--- src/rtl/core/sctag_pkg.sv ---
// ----------------------------------------------------------------------------
// Sector cache tag controller package
// Sizes, function and disk command codes, and the control/status bundles
// exchanged between the controller and the datapath.
// ----------------------------------------------------------------------------
package sctag_pkg;

   localparam int SLOTS       = 64;
   localparam int SECTOR_BITS = 32;
   localparam int SECTOR_W    = 32;
   localparam int SLOT_W      = 6;
   localparam int SLOT_BITS   = $clog2(SLOTS);
   localparam int CNT_BITS    = $clog2(SLOTS + 1);

   localparam logic [1:0] FUNC_READ  = 2'd0;
   localparam logic [1:0] FUNC_WRITE = 2'd1;
   localparam logic [1:0] FUNC_FLUSH = 2'd2;

   localparam logic [1:0] DISK_NONE      = 2'd0;
   localparam logic [1:0] DISK_WRITEBACK = 2'd1;
   localparam logic [1:0] DISK_FILL      = 2'd2;

   typedef struct packed {
      logic capture;
      logic lk_step;
      logic vic_step;
      logic idx_clr;
      logic idx_inc;
      logic tag_rd;
      logic hit;
      logic fill_new;
      logic fill_vic;
      logic load_wb;
      logic wb_flush;
   } sctag_cmd_type;

   typedef struct packed {
      logic [1:0] func;
      logic       match;
      logic       scan_end;
      logic       rd_busy;
      logic       full;
      logic       used_cur;
      logic       dirty_cur;
      logic       out_last;
   } sctag_status_type;

endpackage

--- src/rtl/core/sctag_req_if.sv ---
// ----------------------------------------------------------------------------
// Request channel
// Valid/ready channel carrying one access or flush transaction.
// ----------------------------------------------------------------------------
interface sctag_req_if import sctag_pkg::*; ();
   logic                valid;
   logic                ready;
   logic [1:0]          func;
   logic [SECTOR_W-1:0] sector;

   modport source (output valid, output func, output sector, input ready);
   modport sink (input valid, input func, input sector, output ready);
endinterface

--- src/rtl/core/sctag_rsp_if.sv ---
// ----------------------------------------------------------------------------
// Response channel
// Valid/ready channel carrying one result transaction of the tag controller.
// ----------------------------------------------------------------------------
interface sctag_rsp_if import sctag_pkg::*; ();
   logic                valid;
   logic                ready;
   logic [SLOT_W-1:0]   slot;
   logic                hit;
   logic [1:0]          disk_op;
   logic [SECTOR_W-1:0] disk_sector;
   logic                last;

   modport source (output valid, output slot, output hit, output disk_op,
                   output disk_sector, output last, input ready);
   modport sink (input valid, input slot, input hit, input disk_op,
                 input disk_sector, input last, output ready);
endinterface

--- src/rtl/core/sctag_datapath.sv ---
// ----------------------------------------------------------------------------
// Sector cache tag datapath
// Tag memory, used and dirty bits, allocation count, scan index and the
// result register, all driven by controller commands.
// ----------------------------------------------------------------------------
module sctag_datapath import sctag_pkg::*; (
   input  logic                clock,
   input  logic                reset,
   input  sctag_cmd_type       cmd,
   output sctag_status_type    status,
   input  logic [1:0]          req_func,
   input  logic [SECTOR_W-1:0] req_sector,
   output logic [SLOT_W-1:0]   out_slot,
   output logic                out_hit,
   output logic [1:0]          out_disk_op,
   output logic [SECTOR_W-1:0] out_disk_sector,
   output logic                out_last
);

   logic [SECTOR_BITS-1:0] tag_mem [SLOTS];

   logic [1:0]             func_ff, func_in;
   logic [SECTOR_BITS-1:0] sector_ff, sector_in;
   logic [CNT_BITS-1:0]    alloc_ff, alloc_in;
   logic [CNT_BITS-1:0]    idx_ff, idx_in;
   logic                   rd_vld_ff, rd_vld_in;
   logic [SLOT_BITS-1:0]   rd_slot_ff, rd_slot_in;
   logic [SECTOR_BITS-1:0] rd_tag_ff;
   logic [SLOTS-1:0]       used_ff, used_in;
   logic [SLOTS-1:0]       dirty_ff, dirty_in;
   logic [SLOT_W-1:0]      o_slot_ff, o_slot_in;
   logic                   o_hit_ff, o_hit_in;
   logic [1:0]             o_op_ff, o_op_in;
   logic [SECTOR_W-1:0]    o_sec_ff, o_sec_in;
   logic                   o_last_ff, o_last_in;

   logic [SLOT_BITS-1:0]   idx_slot;
   logic [SLOT_BITS-1:0]   alloc_slot;
   logic                   idx_lt;
   logic                   is_write;
   logic [SLOTS-1:0]       dirty_hi;
   logic                   dirty_above;
   logic                   mem_re;
   logic                   mem_we;
   logic [SLOT_BITS-1:0]   mem_waddr;

   assign idx_slot    = idx_ff[SLOT_BITS-1:0];
   assign alloc_slot  = alloc_ff[SLOT_BITS-1:0];
   assign idx_lt      = idx_ff < alloc_ff;
   assign is_write    = func_ff == FUNC_WRITE;
   assign dirty_hi    = dirty_ff >> idx_ff;
   assign dirty_above = |dirty_hi[SLOTS-1:1];
   assign mem_re      = (cmd.lk_step && idx_lt) || cmd.tag_rd;
   assign mem_we      = cmd.fill_new || cmd.fill_vic;
   assign mem_waddr   = cmd.fill_new ? alloc_slot : idx_slot;

   always_comb begin
      func_in    = func_ff;
      sector_in  = sector_ff;
      alloc_in   = alloc_ff;
      idx_in     = idx_ff;
      rd_vld_in  = cmd.lk_step && idx_lt;
      rd_slot_in = rd_slot_ff;
      used_in    = used_ff;
      dirty_in   = dirty_ff;
      o_slot_in  = o_slot_ff;
      o_hit_in   = o_hit_ff;
      o_op_in    = o_op_ff;
      o_sec_in   = o_sec_ff;
      o_last_in  = o_last_ff;

      if (cmd.capture) begin
         func_in   = req_func;
         sector_in = req_sector[SECTOR_BITS-1:0];
         idx_in    = '0;
      end
      if (cmd.lk_step && idx_lt) begin
         rd_slot_in = idx_slot;
         idx_in     = idx_ff + CNT_BITS'(1);
      end
      if (cmd.vic_step) begin
         used_in[idx_slot] = 1'b0;
         idx_in = (idx_slot == SLOT_BITS'(SLOTS - 1)) ? '0 : idx_ff + CNT_BITS'(1);
      end
      if (cmd.idx_inc) begin
         idx_in = idx_ff + CNT_BITS'(1);
      end
      if (cmd.idx_clr) begin
         idx_in = '0;
      end
      if (cmd.hit) begin
         used_in[rd_slot_ff] = 1'b1;
         if (is_write) begin
            dirty_in[rd_slot_ff] = 1'b1;
         end
         o_slot_in = SLOT_W'(rd_slot_ff);
         o_hit_in  = 1'b1;
         o_op_in   = DISK_NONE;
         o_sec_in  = SECTOR_W'(sector_ff);
         o_last_in = 1'b1;
      end
      if (cmd.fill_new || cmd.fill_vic) begin
         used_in[mem_waddr]  = 1'b1;
         dirty_in[mem_waddr] = is_write;
         o_slot_in = SLOT_W'(mem_waddr);
         o_hit_in  = 1'b0;
         o_op_in   = DISK_FILL;
         o_sec_in  = SECTOR_W'(sector_ff);
         o_last_in = 1'b1;
      end
      if (cmd.fill_new) begin
         alloc_in = alloc_ff + CNT_BITS'(1);
      end
      if (cmd.load_wb) begin
         dirty_in[idx_slot] = 1'b0;
         o_slot_in = SLOT_W'(idx_slot);
         o_hit_in  = 1'b0;
         o_op_in   = DISK_WRITEBACK;
         o_sec_in  = SECTOR_W'(rd_tag_ff);
         o_last_in = cmd.wb_flush && !dirty_above;
      end
   end

   always_ff @(posedge clock) begin
      if (reset) begin
         alloc_ff  <= '0;
         idx_ff    <= '0;
         rd_vld_ff <= 1'b0;
         used_ff   <= '0;
         dirty_ff  <= '0;
      end else begin
         alloc_ff  <= alloc_in;
         idx_ff    <= idx_in;
         rd_vld_ff <= rd_vld_in;
         used_ff   <= used_in;
         dirty_ff  <= dirty_in;
      end
   end

   always_ff @(posedge clock) begin
      func_ff    <= func_in;
      sector_ff  <= sector_in;
      rd_slot_ff <= rd_slot_in;
      o_slot_ff  <= o_slot_in;
      o_hit_ff   <= o_hit_in;
      o_op_ff    <= o_op_in;
      o_sec_ff   <= o_sec_in;
      o_last_ff  <= o_last_in;
   end

   // Tag store with a separate write port and registered read port: one write and one registered read per cycle.
   always_ff @(posedge clock) begin
      if (mem_we) begin
         tag_mem[mem_waddr] <= sector_ff;
      end
      if (mem_re) begin
         rd_tag_ff <= tag_mem[idx_slot];
      end
   end

   assign status.func      = func_ff;
   assign status.match     = rd_vld_ff && (rd_tag_ff == sector_ff);
   assign status.scan_end  = idx_ff == alloc_ff;
   assign status.rd_busy   = rd_vld_ff;
   assign status.full      = alloc_ff == CNT_BITS'(SLOTS);
   assign status.used_cur  = used_ff[idx_slot];
   assign status.dirty_cur = dirty_ff[idx_slot];
   assign status.out_last  = o_last_ff;

   assign out_slot        = o_slot_ff;
   assign out_hit         = o_hit_ff;
   assign out_disk_op     = o_op_ff;
   assign out_disk_sector = o_sec_ff;
   assign out_last        = o_last_ff;

endmodule

--- src/rtl/core/sctag_ctrl.sv ---
// ----------------------------------------------------------------------------
// Sector cache tag controller
// State machine sequencing lookup, victim scan, fill and flush.
// ----------------------------------------------------------------------------
module sctag_ctrl import sctag_pkg::*; (
   input  logic             clock,
   input  logic             reset,
   input  logic             req_valid,
   output logic             req_ready,
   output logic             rsp_valid,
   input  logic             rsp_ready,
   input  sctag_status_type status,
   output sctag_cmd_type    cmd
);

   localparam logic [3:0] ST_IDLE     = 4'd0;
   localparam logic [3:0] ST_DECODE   = 4'd1;
   localparam logic [3:0] ST_LOOKUP   = 4'd2;
   localparam logic [3:0] ST_VICTIM   = 4'd3;
   localparam logic [3:0] ST_VIC_LOAD = 4'd4;
   localparam logic [3:0] ST_OUT_WB   = 4'd5;
   localparam logic [3:0] ST_FILL     = 4'd6;
   localparam logic [3:0] ST_OUT_LAST = 4'd7;
   localparam logic [3:0] ST_FLUSH    = 4'd8;
   localparam logic [3:0] ST_FL_LOAD  = 4'd9;
   localparam logic [3:0] ST_OUT_FL   = 4'd10;

   logic [3:0] state_ff, state_in;

   assign req_ready = state_ff == ST_IDLE;
   assign rsp_valid = (state_ff == ST_OUT_WB) || (state_ff == ST_OUT_LAST)
                      || (state_ff == ST_OUT_FL);

   always_comb begin
      state_in = state_ff;
      cmd      = '0;
      case (state_ff)
         ST_IDLE: begin
            if (req_valid) begin
               cmd.capture = 1'b1;
               state_in    = ST_DECODE;
            end
         end
         ST_DECODE: begin
            case (status.func)
               FUNC_READ, FUNC_WRITE: state_in = ST_LOOKUP;
               FUNC_FLUSH:            state_in = ST_FLUSH;
               default:               state_in = ST_IDLE;
            endcase
         end
         ST_LOOKUP: begin
            if (status.match) begin
               cmd.hit  = 1'b1;
               state_in = ST_OUT_LAST;
            end else if (status.scan_end && !status.rd_busy) begin
               if (!status.full) begin
                  cmd.fill_new = 1'b1;
                  state_in     = ST_OUT_LAST;
               end else begin
                  cmd.idx_clr = 1'b1;
                  state_in    = ST_VICTIM;
               end
            end else begin
               cmd.lk_step = 1'b1;
            end
         end
         ST_VICTIM: begin
            if (status.used_cur) begin
               cmd.vic_step = 1'b1;
            end else if (status.dirty_cur) begin
               cmd.tag_rd = 1'b1;
               state_in   = ST_VIC_LOAD;
            end else begin
               state_in = ST_FILL;
            end
         end
         ST_VIC_LOAD: begin
            cmd.load_wb = 1'b1;
            state_in    = ST_OUT_WB;
         end
         ST_OUT_WB: begin
            if (rsp_ready) begin
               state_in = ST_FILL;
            end
         end
         ST_FILL: begin
            cmd.fill_vic = 1'b1;
            state_in     = ST_OUT_LAST;
         end
         ST_OUT_LAST: begin
            if (rsp_ready) begin
               state_in = ST_IDLE;
            end
         end
         ST_FLUSH: begin
            if (status.scan_end) begin
               state_in = ST_IDLE;
            end else if (status.dirty_cur) begin
               cmd.tag_rd = 1'b1;
               state_in   = ST_FL_LOAD;
            end else begin
               cmd.idx_inc = 1'b1;
            end
         end
         ST_FL_LOAD: begin
            cmd.load_wb  = 1'b1;
            cmd.wb_flush = 1'b1;
            state_in     = ST_OUT_FL;
         end
         ST_OUT_FL: begin
            if (rsp_ready) begin
               cmd.idx_inc = 1'b1;
               state_in    = status.out_last ? ST_IDLE : ST_FLUSH;
            end
         end
         default: begin
            state_in = ST_IDLE;
         end
      endcase
   end

   always_ff @(posedge clock) begin
      if (reset) begin
         state_ff <= ST_IDLE;
      end else begin
         state_ff <= state_in;
      end
   end

endmodule

--- src/rtl/core/sector_cache_second_chance_tags_core.sv ---
// ----------------------------------------------------------------------------
// Sector cache second-chance tag controller
// Fully associative write-back tag and replacement control for a sector cache.
// ----------------------------------------------------------------------------
// A hit ends the lookup at the matching slot; a miss first reads every allocated slot.
// A full-cache miss adds the second-chance scan and the fill, plus a write-back
// when the victim is dirty. A flush steps through every allocated slot and writes
// back each dirty one. Throughput: one transaction in work at a time.
// Synchronous reset clears used, dirty and allocation state; tags are not cleared.
module sector_cache_second_chance_tags_core import sctag_pkg::*; (
   input logic clock,
   input logic reset,
   sctag_req_if.sink   req_chan,
   sctag_rsp_if.source rsp_chan
);

   // The controller sequences each transaction; the datapath holds all state,
   // including the tag memory, which lookup scans one slot per cycle through its
   // single registered read port. That port sets the pace of lookup.
   sctag_cmd_type    cmd;
   sctag_status_type status;

   sctag_ctrl u_ctrl (
      .clock     (clock),
      .reset     (reset),
      .req_valid (req_chan.valid),
      .req_ready (req_chan.ready),
      .rsp_valid (rsp_chan.valid),
      .rsp_ready (rsp_chan.ready),
      .status    (status),
      .cmd       (cmd)
   );

   // The result register lives in the datapath and is loaded only when the
   // controller moves into a state that presents it, so it holds steady while
   // the response side stalls.
   sctag_datapath u_datapath (
      .clock           (clock),
      .reset           (reset),
      .cmd             (cmd),
      .status          (status),
      .req_func        (req_chan.func),
      .req_sector      (req_chan.sector),
      .out_slot        (rsp_chan.slot),
      .out_hit         (rsp_chan.hit),
      .out_disk_op     (rsp_chan.disk_op),
      .out_disk_sector (rsp_chan.disk_sector),
      .out_last        (rsp_chan.last)
   );

`ifndef SYNTHESIS
   // A new transaction is never taken while a result is still pending.
   a_no_accept_during_rsp: assert property (@(posedge clock) disable iff (reset)
      rsp_chan.valid |-> !req_chan.ready)
      else $error("request ready while a response is pending");

   // The block is not ready in the cycle after it accepts a transaction.
   a_busy_after_accept: assert property (@(posedge clock) disable iff (reset)
      req_chan.valid && req_chan.ready |=> !req_chan.ready)
      else $error("request accepted on consecutive cycles");

   // A fill or a hit always closes its transaction.
   a_fill_hit_last: assert property (@(posedge clock) disable iff (reset)
      rsp_chan.valid && (rsp_chan.hit || rsp_chan.disk_op == DISK_FILL)
      |-> rsp_chan.last)
      else $error("fill or hit response without last");

   // A hit never carries a disk command.
   a_hit_no_disk: assert property (@(posedge clock) disable iff (reset)
      rsp_chan.valid && rsp_chan.hit |-> rsp_chan.disk_op == DISK_NONE)
      else $error("hit response with disk command");
`endif

endmodule

--- src/flat_wrapper.sv ---
// flat-port wrapper written by rule: the top's interface ports become plain ports
module sector_cache_second_chance_tags_core_flat import sctag_pkg::*;
  (clock, reset, req_chan_valid, req_chan_func, req_chan_sector, req_chan_ready, rsp_chan_valid, rsp_chan_slot, rsp_chan_hit, rsp_chan_disk_op, rsp_chan_disk_sector, rsp_chan_last, rsp_chan_ready);
  sctag_req_if req_chan_i ();
  sctag_rsp_if rsp_chan_i ();
  input logic clock;
  input logic reset;
  input wire logic [$bits(req_chan_i.valid)-1:0] req_chan_valid;
  input wire logic [$bits(req_chan_i.func)-1:0] req_chan_func;
  input wire logic [$bits(req_chan_i.sector)-1:0] req_chan_sector;
  output wire logic [$bits(req_chan_i.ready)-1:0] req_chan_ready;
  output wire logic [$bits(rsp_chan_i.valid)-1:0] rsp_chan_valid;
  output wire logic [$bits(rsp_chan_i.slot)-1:0] rsp_chan_slot;
  output wire logic [$bits(rsp_chan_i.hit)-1:0] rsp_chan_hit;
  output wire logic [$bits(rsp_chan_i.disk_op)-1:0] rsp_chan_disk_op;
  output wire logic [$bits(rsp_chan_i.disk_sector)-1:0] rsp_chan_disk_sector;
  output wire logic [$bits(rsp_chan_i.last)-1:0] rsp_chan_last;
  input wire logic [$bits(rsp_chan_i.ready)-1:0] rsp_chan_ready;
  assign req_chan_i.valid = req_chan_valid;
  assign req_chan_i.func = req_chan_func;
  assign req_chan_i.sector = req_chan_sector;
  assign req_chan_ready = req_chan_i.ready;
  assign rsp_chan_valid = rsp_chan_i.valid;
  assign rsp_chan_slot = rsp_chan_i.slot;
  assign rsp_chan_hit = rsp_chan_i.hit;
  assign rsp_chan_disk_op = rsp_chan_i.disk_op;
  assign rsp_chan_disk_sector = rsp_chan_i.disk_sector;
  assign rsp_chan_last = rsp_chan_i.last;
  assign rsp_chan_i.ready = rsp_chan_ready;
  sector_cache_second_chance_tags_core u_core (.clock(clock), .reset(reset), .req_chan(req_chan_i), .rsp_chan(rsp_chan_i));
endmodule
--- config.mk ---
export PLATFORM = sky130hd
export DESIGN_NAME = sector_cache_second_chance_tags_core_flat
export DESIGN_NICKNAME = d
export VERILOG_FILES = /design/src/rtl/core/sctag_pkg.sv /design/src/rtl/core/sctag_req_if.sv /design/src/rtl/core/sctag_rsp_if.sv /design/src/rtl/core/sctag_datapath.sv /design/src/rtl/core/sctag_ctrl.sv /design/src/rtl/core/sector_cache_second_chance_tags_core.sv /design/src/flat_wrapper.sv
export SDC_FILE = /design/constraint.sdc
export NUM_CORES = 2
export LEC_CHECK = 0
export ABC_AREA = 1
export BUFFER_PORTS_ARGS = -buffer_cell sky130_fd_sc_hd__buf_2
export CAP_MARGIN = 20
export CORE_MARGIN = 1
export CORE_UTILIZATION = 45
export CTS_CLUSTER_DIAMETER = 200
export CTS_CLUSTER_SIZE = 20
export DETAILED_ROUTE_END_ITERATION = 6
export PLACE_DENSITY_LB_ADDON = 0.15
export SLEW_MARGIN = 15
export SYNTH_ARGS = -nofsm -noshare
export SYNTH_HDL_FRONTEND = slang
export SYNTH_SLANG_ARGS = --single-unit
--- constraint.sdc ---
create_clock -name clock -period 10.7 [get_ports clock]
set_input_delay 1.605 -clock clock [delete_from_list [all_inputs] [get_ports clock]]
set_output_delay 1.605 -clock clock [all_outputs]
set_load 0.05 [all_outputs]
Yosys cells after proc, flatten, opt, wreduce, memory -nomap -nowiden

Memory sizes are Yosys's and may differ from the RTL's. A register that Yosys moved wholly into a read port is not among the register bits.
Index checks and enable logic that the tools add are counted.

Output and inout bits: 44
Bits in writable memories: 2,048
Logic and storage cells: 155
Memories kept: 1
Bits in registers: 229

Memories:

| name                      | words | bits a word | read ports | clocked after memory_dff | wr ports | RTL line             | RTL |
|---|---|---|---|---|---|---|---|
| u_core.u_datapath.tag_mem | 64    | 32          | 1          | 1                        | 1        | sctag_datapath.sv:20 | `logic [SECTOR_BITS-1:0] tag_mem [SLOTS];` |

Mux-type cells: 77
Reduce and logical (&&, ||, !) cells: 24
$lt $le $gt $ge: 7
Equality and inequality tests: 23
Shifts and indexed selects: 1
$add $sub $neg: 2
Bitwise logic cells: 6

Operator list:

| kind                | number |
|---|---|
| $mux 64             | 7 |
| $or 64x64->64       | 3 |
| $and 64x64->64      | 2 |
| $mux 32             | 3 |
| $bwmux 64           | 1 |
| $not 64->64         | 1 |
| $shr 64x7->64       | 1 |
| $reduce_or 63->1    | 1 |
| $pmux 4 s11         | 1 |
| $mux 4              | 10 |
| $mux 7              | 5 |
| $eq 32x32->1        | 1 |
| $mux 1              | 32 |
| $mux 6              | 4 |
| $lt 6x7->1 const B  | 3 |
| $demux 1 s6         | 3 |
| $ge 6x1->1 const B  | 3 |
| $eq 4x3->1 const B  | 4 |
| $add 7x1->7 const B | 2 |
| $bmux 1 s6          | 2 |
| $eq 4x4->1 const B  | 3 |
| $mux 2              | 5 |
| $ne 2x2->1 const B  | 5 |
| $eq 4x2->1 const B  | 2 |
| other kinds (21)    | 36 |

Logic depth before layout (Yosys ltp)

Word-level depth: 14
Mapped depth: 21

Cells and area by module

A second synthesis with hierarchy kept.

Cells, all modules: 6,920
Area, all modules: 91,627.9 um2

Modules (own cells, without submodules):

| module         | cells each | times used | area each (um2) | seq. area each (um2) |
|---|---|---|---|---|
| sctag_datapath | 6,824      | 1          | 91,097.4        | 67,755.0 |
| sctag_ctrl     | 96         | 1          | 530.5           | 80.1 |

Worst setup path before layout

Ideal clock, no wire load.

Kind: reg-to-reg
From: register u_core.u_datapath.idx_ff[0]
To: register u_core.u_datapath.dirty_ff[53]
Clock period less this slack: 4.105 ns
Arrival: 4.035 ns
Path buffers: 3
Data required time: 10.630 ns
Slack: 6.595 ns
Stages on the path, launching flop included: 21
Library setup time: 0.070 ns
Cells stage by stage: dfxtp_1 > buf_4 > inv_2 > buf_2 > buf_2 > ha_1 > nand2_1 > nor2_1 > nand2_1 > inv_1 > nand2_4 > inv_6 > nand2_1 > o21ai_4 > nor2_2 > nand2_2 > nor2_1 > inv_1 > o21ai_0 > nand2_1 > a21oi_1

Cells in the longest elaborated chain, start to end: 14

RTL lines:

| element                                                        | RTL line              | RTL |
|---|---|---|
| start: declaration                                             | sctag_datapath.sv:25  | `logic [CNT_BITS-1:0] idx_ff, idx_in;` |
| start signal: assignment                                       | sctag_datapath.sv:133 | `idx_ff <= idx_in;` |
| $eq 7x7->1                                                     | sctag_datapath.sv:163 | `assign status.scan_end = idx_ff == alloc_ff;` |
| $logic_and 1x1->1                                              | sctag_ctrl.sv:55      | `end else if (status.scan_end && !status.rd_busy) begin` |
| $mux 1                                                         | sctag_ctrl.sv:55      |  |
| $mux 1                                                         | sctag_ctrl.sv:52      | `if (status.match) begin` |
| $mux 2                                                         | sctag_ctrl.sv:37      | `case (state_ff)` |
| $mux 6                                                         | sctag_datapath.sv:55  | `assign mem_waddr = cmd.fill_new ? alloc_slot : idx_slot;` |
| $lt 6x7->1 (implied by the code) or $ge 6x1->1 (tied branches) | sctag_datapath.sv:104 | `dirty_in[mem_waddr] = is_write;` |
| $logic_and 1x1->1 (implied by the code)                        | sctag_datapath.sv:104 |  |
| $mux 1 (implied by the code)                                   | sctag_datapath.sv:104 |  |
| $demux 1 s6                                                    | sctag_datapath.sv:104 |  |
| $bwmux 64                                                      | sctag_datapath.sv:104 |  |
| $mux 64                                                        | sctag_datapath.sv:102 | `if (cmd.fill_new \|\| cmd.fill_vic) begin` |
| $and 64x64->64 (no source line)                                | n/a                   |  |
| $mux 64 *                                                      | sctag_datapath.sv:114 | `if (cmd.load_wb) begin` |
| end signal: assignment                                         | sctag_datapath.sv:136 | `dirty_ff <= dirty_in;` |
| end: declaration                                               | sctag_datapath.sv:30  | `logic [SLOTS-1:0] dirty_ff, dirty_in;` |

Mark *: on every way between the ends. The rest lies on a longest branch, timed or not.
A chain may end at the register's enable or synchronous reset.

Worst setup path after layout

From: register u_core.u_datapath.idx_ff[1]
To: register u_core.u_datapath.rd_tag_ff[25] (read register of u_core.u_datapath.tag_mem) (data pin)

Cells in the longest elaborated chain, start to end: 7

RTL lines:

| element                                                            | RTL line             | RTL |
|---|---|---|
| parallel branches: the longest is 7 deep, another holds $bmux 1 s6 | n/a                  |  |
| end: declaration                                                   | sctag_datapath.sv:28 | `logic [SECTOR_BITS-1:0] rd_tag_ff;` |

Parallel ways; which one is timed is not known. The select of a mux whose other input is x is not followed.

==> flow_summary.json <==
{
  "status": "completed",
  "numCtsBuffers": 133,
  "rows": 164,
  "fin_cells": 9579,
  "drive_gt1_frac": 0.0838,
  "crit_type": "flip-flop to flip-flop",
  "peakVddDrop_mv": 0.182,
  "cts_max_level": 4,
  "post-cts-setup-buffer-count": 0,
  "ys_warn_count": 0,
  "finalInstanceArea_sq_mm": 0.0981,
  "dieWidth_um": 450,
  "root_buffer": "clkbuf_16",
  "slew-limit-headroom": 0.225,
  "dieArea_sq_mm": 0.203,
  "maxSlewViolCount": 0,
  "p_leak_nw": 32.0,
  "pin_count": 82,
  "wire_per_inst_um": 33.6,
  "initial_utilization": 0.453,
  "tightestPinTransition_ns": 1.16,
  "post-route-period-util": 0.492,
  "period_minus_slack_ns": 5.26,
  "vias_per_cell": 6.26,
  "grt_pass1_wl_mm": 445,
  "vias": 60000,
  "nNetsFinal": 6925,
  "worstPathArrival_ns": 5.96,
  "cts_buffer_depth": 3,
  "p_per_area_mw_per_mm2": 189,
  "dp.final_hpwl_mm": 183,
  "clock-sinks": 2309,
  "fin_setup_tns_ns": 0,
  "ys_ff_latch": 2309,
  "place_area_sq_mm": 0.0943,
  "rsz0062_at_grt": "no",
  "syn_area_sq_mm": 0.0904,
  "grt_max_degree": 120,
  "grt_pass1_vias": 56100,
  "worst-path-max-fanout": 51,
  "grt_usage": 0.312,
  "hold_viol_final": 0,
  "holdCritPathClass": "flip-flop to flip-flop",
  "synth_ff_type": "edfxtp_1",
  "fin_skew_ns": 0.0578,
  "synth_edf_count": 2159,
  "routabilityCongestion": 0.925,
  "cts_resized": 0,
  "critPathLaunchType": "flip-flop",
  "synth_fp_nets": 6868,
  "cts_tree": "done",
  "drt_iter0_drc": 9376,
  "max_cap_violations": 0,
  "nFillCells": 17300,
  "drtAntennaViolNets": 0,
  "first_pass_iters": 6,
  "synth.distinct_cells": 54,
  "io_buffers": 81,
  "area_growth_pct": 8.52,
  "finalSetupViolCount": 0,
  "wl_mm": 322,
  "setup_slack_ns": 5.44,
  "critPathCaptureType": "flip-flop",
  "holdBufCountCts": 0,
  "synth_cells": 6820,
  "dp_cells": 9398,
  "core-area_sq_mm": 0.200,
  "dp_slack_ns": 5.61,
  "worstPathRequired_ns": 11.40,
  "async_reset_ff_frac": 0,
  "yosysSeqAreaShare": 0.751,
  "clock_latency_ns": 0.83,
  "grt.overflow.total": 0,
  "drc": 0,
  "chipHeight_um": 450,
  "fin_util": 0.491,
  "syn_area_per_cell_sq_um": 13.3,
  "clk_pin_slew_ns": 0.11,
  "max_freq_ghz": 0.190,
  "antenna_found_initial": 19
}
## power by group
group	total (mW)	leakage, nW	internal, mW	switching, mW
Clock	5.31	1.82	2.39	2.92
Sequential	10.7	20.6	10.6	0.110
Combinational	2.47	9.56	0.371	2.10
Total	18.5	32.0	13.4	5.13
## synthesized netlist by cell type, types with 28 or more instances
cell / n / share of area
nand4_1: 291 / 0.020
edfxtp_1: 2159 / 0.72
a221oi_1: 211 / 0.020
dfxtp_1: 150 / 0.033
nand2_1: 1817 / 0.075
a22oi_1: 328 / 0.027
inv_1: 249 / 0.010
inv_2: 28 / 0.0012
nor2_1: 243 / 0.010
clkbuf_1: 177 / 0.0074
nand3_1: 246 / 0.014
a22o_1: 162 / 0.016
o21ai_0: 141 / 0.0078
buf_2: 99 / 0.0055
a21oi_1: 229 / 0.013
buf_1: 59 / 0.0025
## final cells by class
class | instances | area, sq um | area share
multi-input combinational | 3876 | 20100 | 0.205
inverter | 283 | 1100 | 0.0112
sequential | 2309 | 67800 | 0.692
antenna | 5 | 12.5 | 0.000128
clock inverter | 8 | 119 | 0.00121
clock buffer | 168 | 3610 | 0.0368
timing repair buffer | 274 | 1960 | 0.0200
tap | 2656 | 3320 | 0.0339
## metrics by stage
stage | power, mW | hold WS, ns
floorplan | 12.1 | 0.429
global placement | 13.3 | 0.454
detailed placement | 13.3 | 0.461
CTS | 18.5 | 0.473
global route | 18.9 | 0.489
finish | 18.5 | 0.477
## kinds of logic (layout without fill, tap and decap cells)
family | after synthesis | in the layout | share of synthesized area
DFF | 2309 | 2309 | 0.751
buffers and inverters | 635 | 733 | 0.0287
adders and majority gates | 10 | 10 | 0.00138
xor gates and xnor gates | 15 | 15 | 0.00145
AOI/OAI and AO/OA | 1158 | 1158 | 0.0911
and+or+nand+nor | 2693 | 2693 | 0.127
other | 0 | 5 | 0
## final timing paths
kind                                 startpoint  cells after the start  slack [ns]                              end
setup / recovery    u_core.u_datapath.idx_ff[1]                     11        5.44  u_core.u_datapath.rd_tag_ff[25]
hold / removal    u_core.u_datapath.dirty_ff[0]                      2        0.48    u_core.u_datapath.dirty_ff[0]
setup reg to reg    u_core.u_datapath.idx_ff[1]                     11        5.44  u_core.u_datapath.rd_tag_ff[25]
hold reg to reg   u_core.u_datapath.dirty_ff[0]                      2        0.48    u_core.u_datapath.dirty_ff[0]
## worst max-delay path, cell delays in order (launching register included)
cell	delay, ns
dfxtp_2	0.62
buf_4	0.57
nand2_1	0.26
nor2_4	0.79
buf_4	0.45
buf_4	0.57
buf_4	0.61
nand2_1	0.10
nand4_1	0.11
nand2_1	0.07
nand4_1	0.61
or2_1	0.18
## registers in the layout (all words and copies together), names as in the netlist
register / flops
u_core.u_datapath.func_ff: 2
u_core.u_datapath.rd_tag_ff: 32
u_core.u_datapath.out_slot: 6
u_core.u_datapath.out_last: 1
u_core.u_datapath.rd_vld_ff: 1
u_core.u_datapath.out_hit: 1
u_core.u_datapath.idx_ff: 7
u_core.u_datapath.used_ff: 64
u_core.u_datapath.out_disk_sector: 32
u_core.u_datapath.out_disk_op: 2
u_core.u_datapath.sector_ff: 32
u_core.u_ctrl.state_ff: 4
u_core.u_datapath.alloc_ff: 7
u_core.u_datapath.tag_mem: 2048
u_core.u_datapath.dirty_ff: 64
u_core.u_datapath.rd_slot_ff: 6
## layout by cell type, fill, tap and decap left out, types with 4 or more instances in the layout
master and n:
a21oi_1 228, a221oi_1 211, a22o_1 162, a22oi_1 328, a31oi_1 11, buf_12 8
buf_2 81, buf_4 184, clkbuf_1 28, clkbuf_16 140, clkinv_1 20, dfxtp_1 147
diode_2 5, edfxtp_1 2159, ha_1 10, inv_1 203, inv_2 54, inv_6 4
inv_8 4, nand2_1 1814, nand2_2 11, nand3_1 245, nand4_1 291, nor2_1 229
nor2_2 11, nor2_4 34, nor3_1 17, nor3_2 5, o211ai_1 5, o21ai_0 141
o21ai_1 14, o21ai_2 6, o22ai_1 7, o2bb2ai_1 22, or2_1 7, or2_2 20
xnor2_1 5, xor2_1 10
## metal layers
layer | wire, um | global-route usage
met1 | 129000 | 0.442
met5 | 33 | 0
met4 | 11100 | 0.0974
met3 | 35800 | 0.0643
met2 | 147000 | 0.485
(Power assumes the default switching activity.)
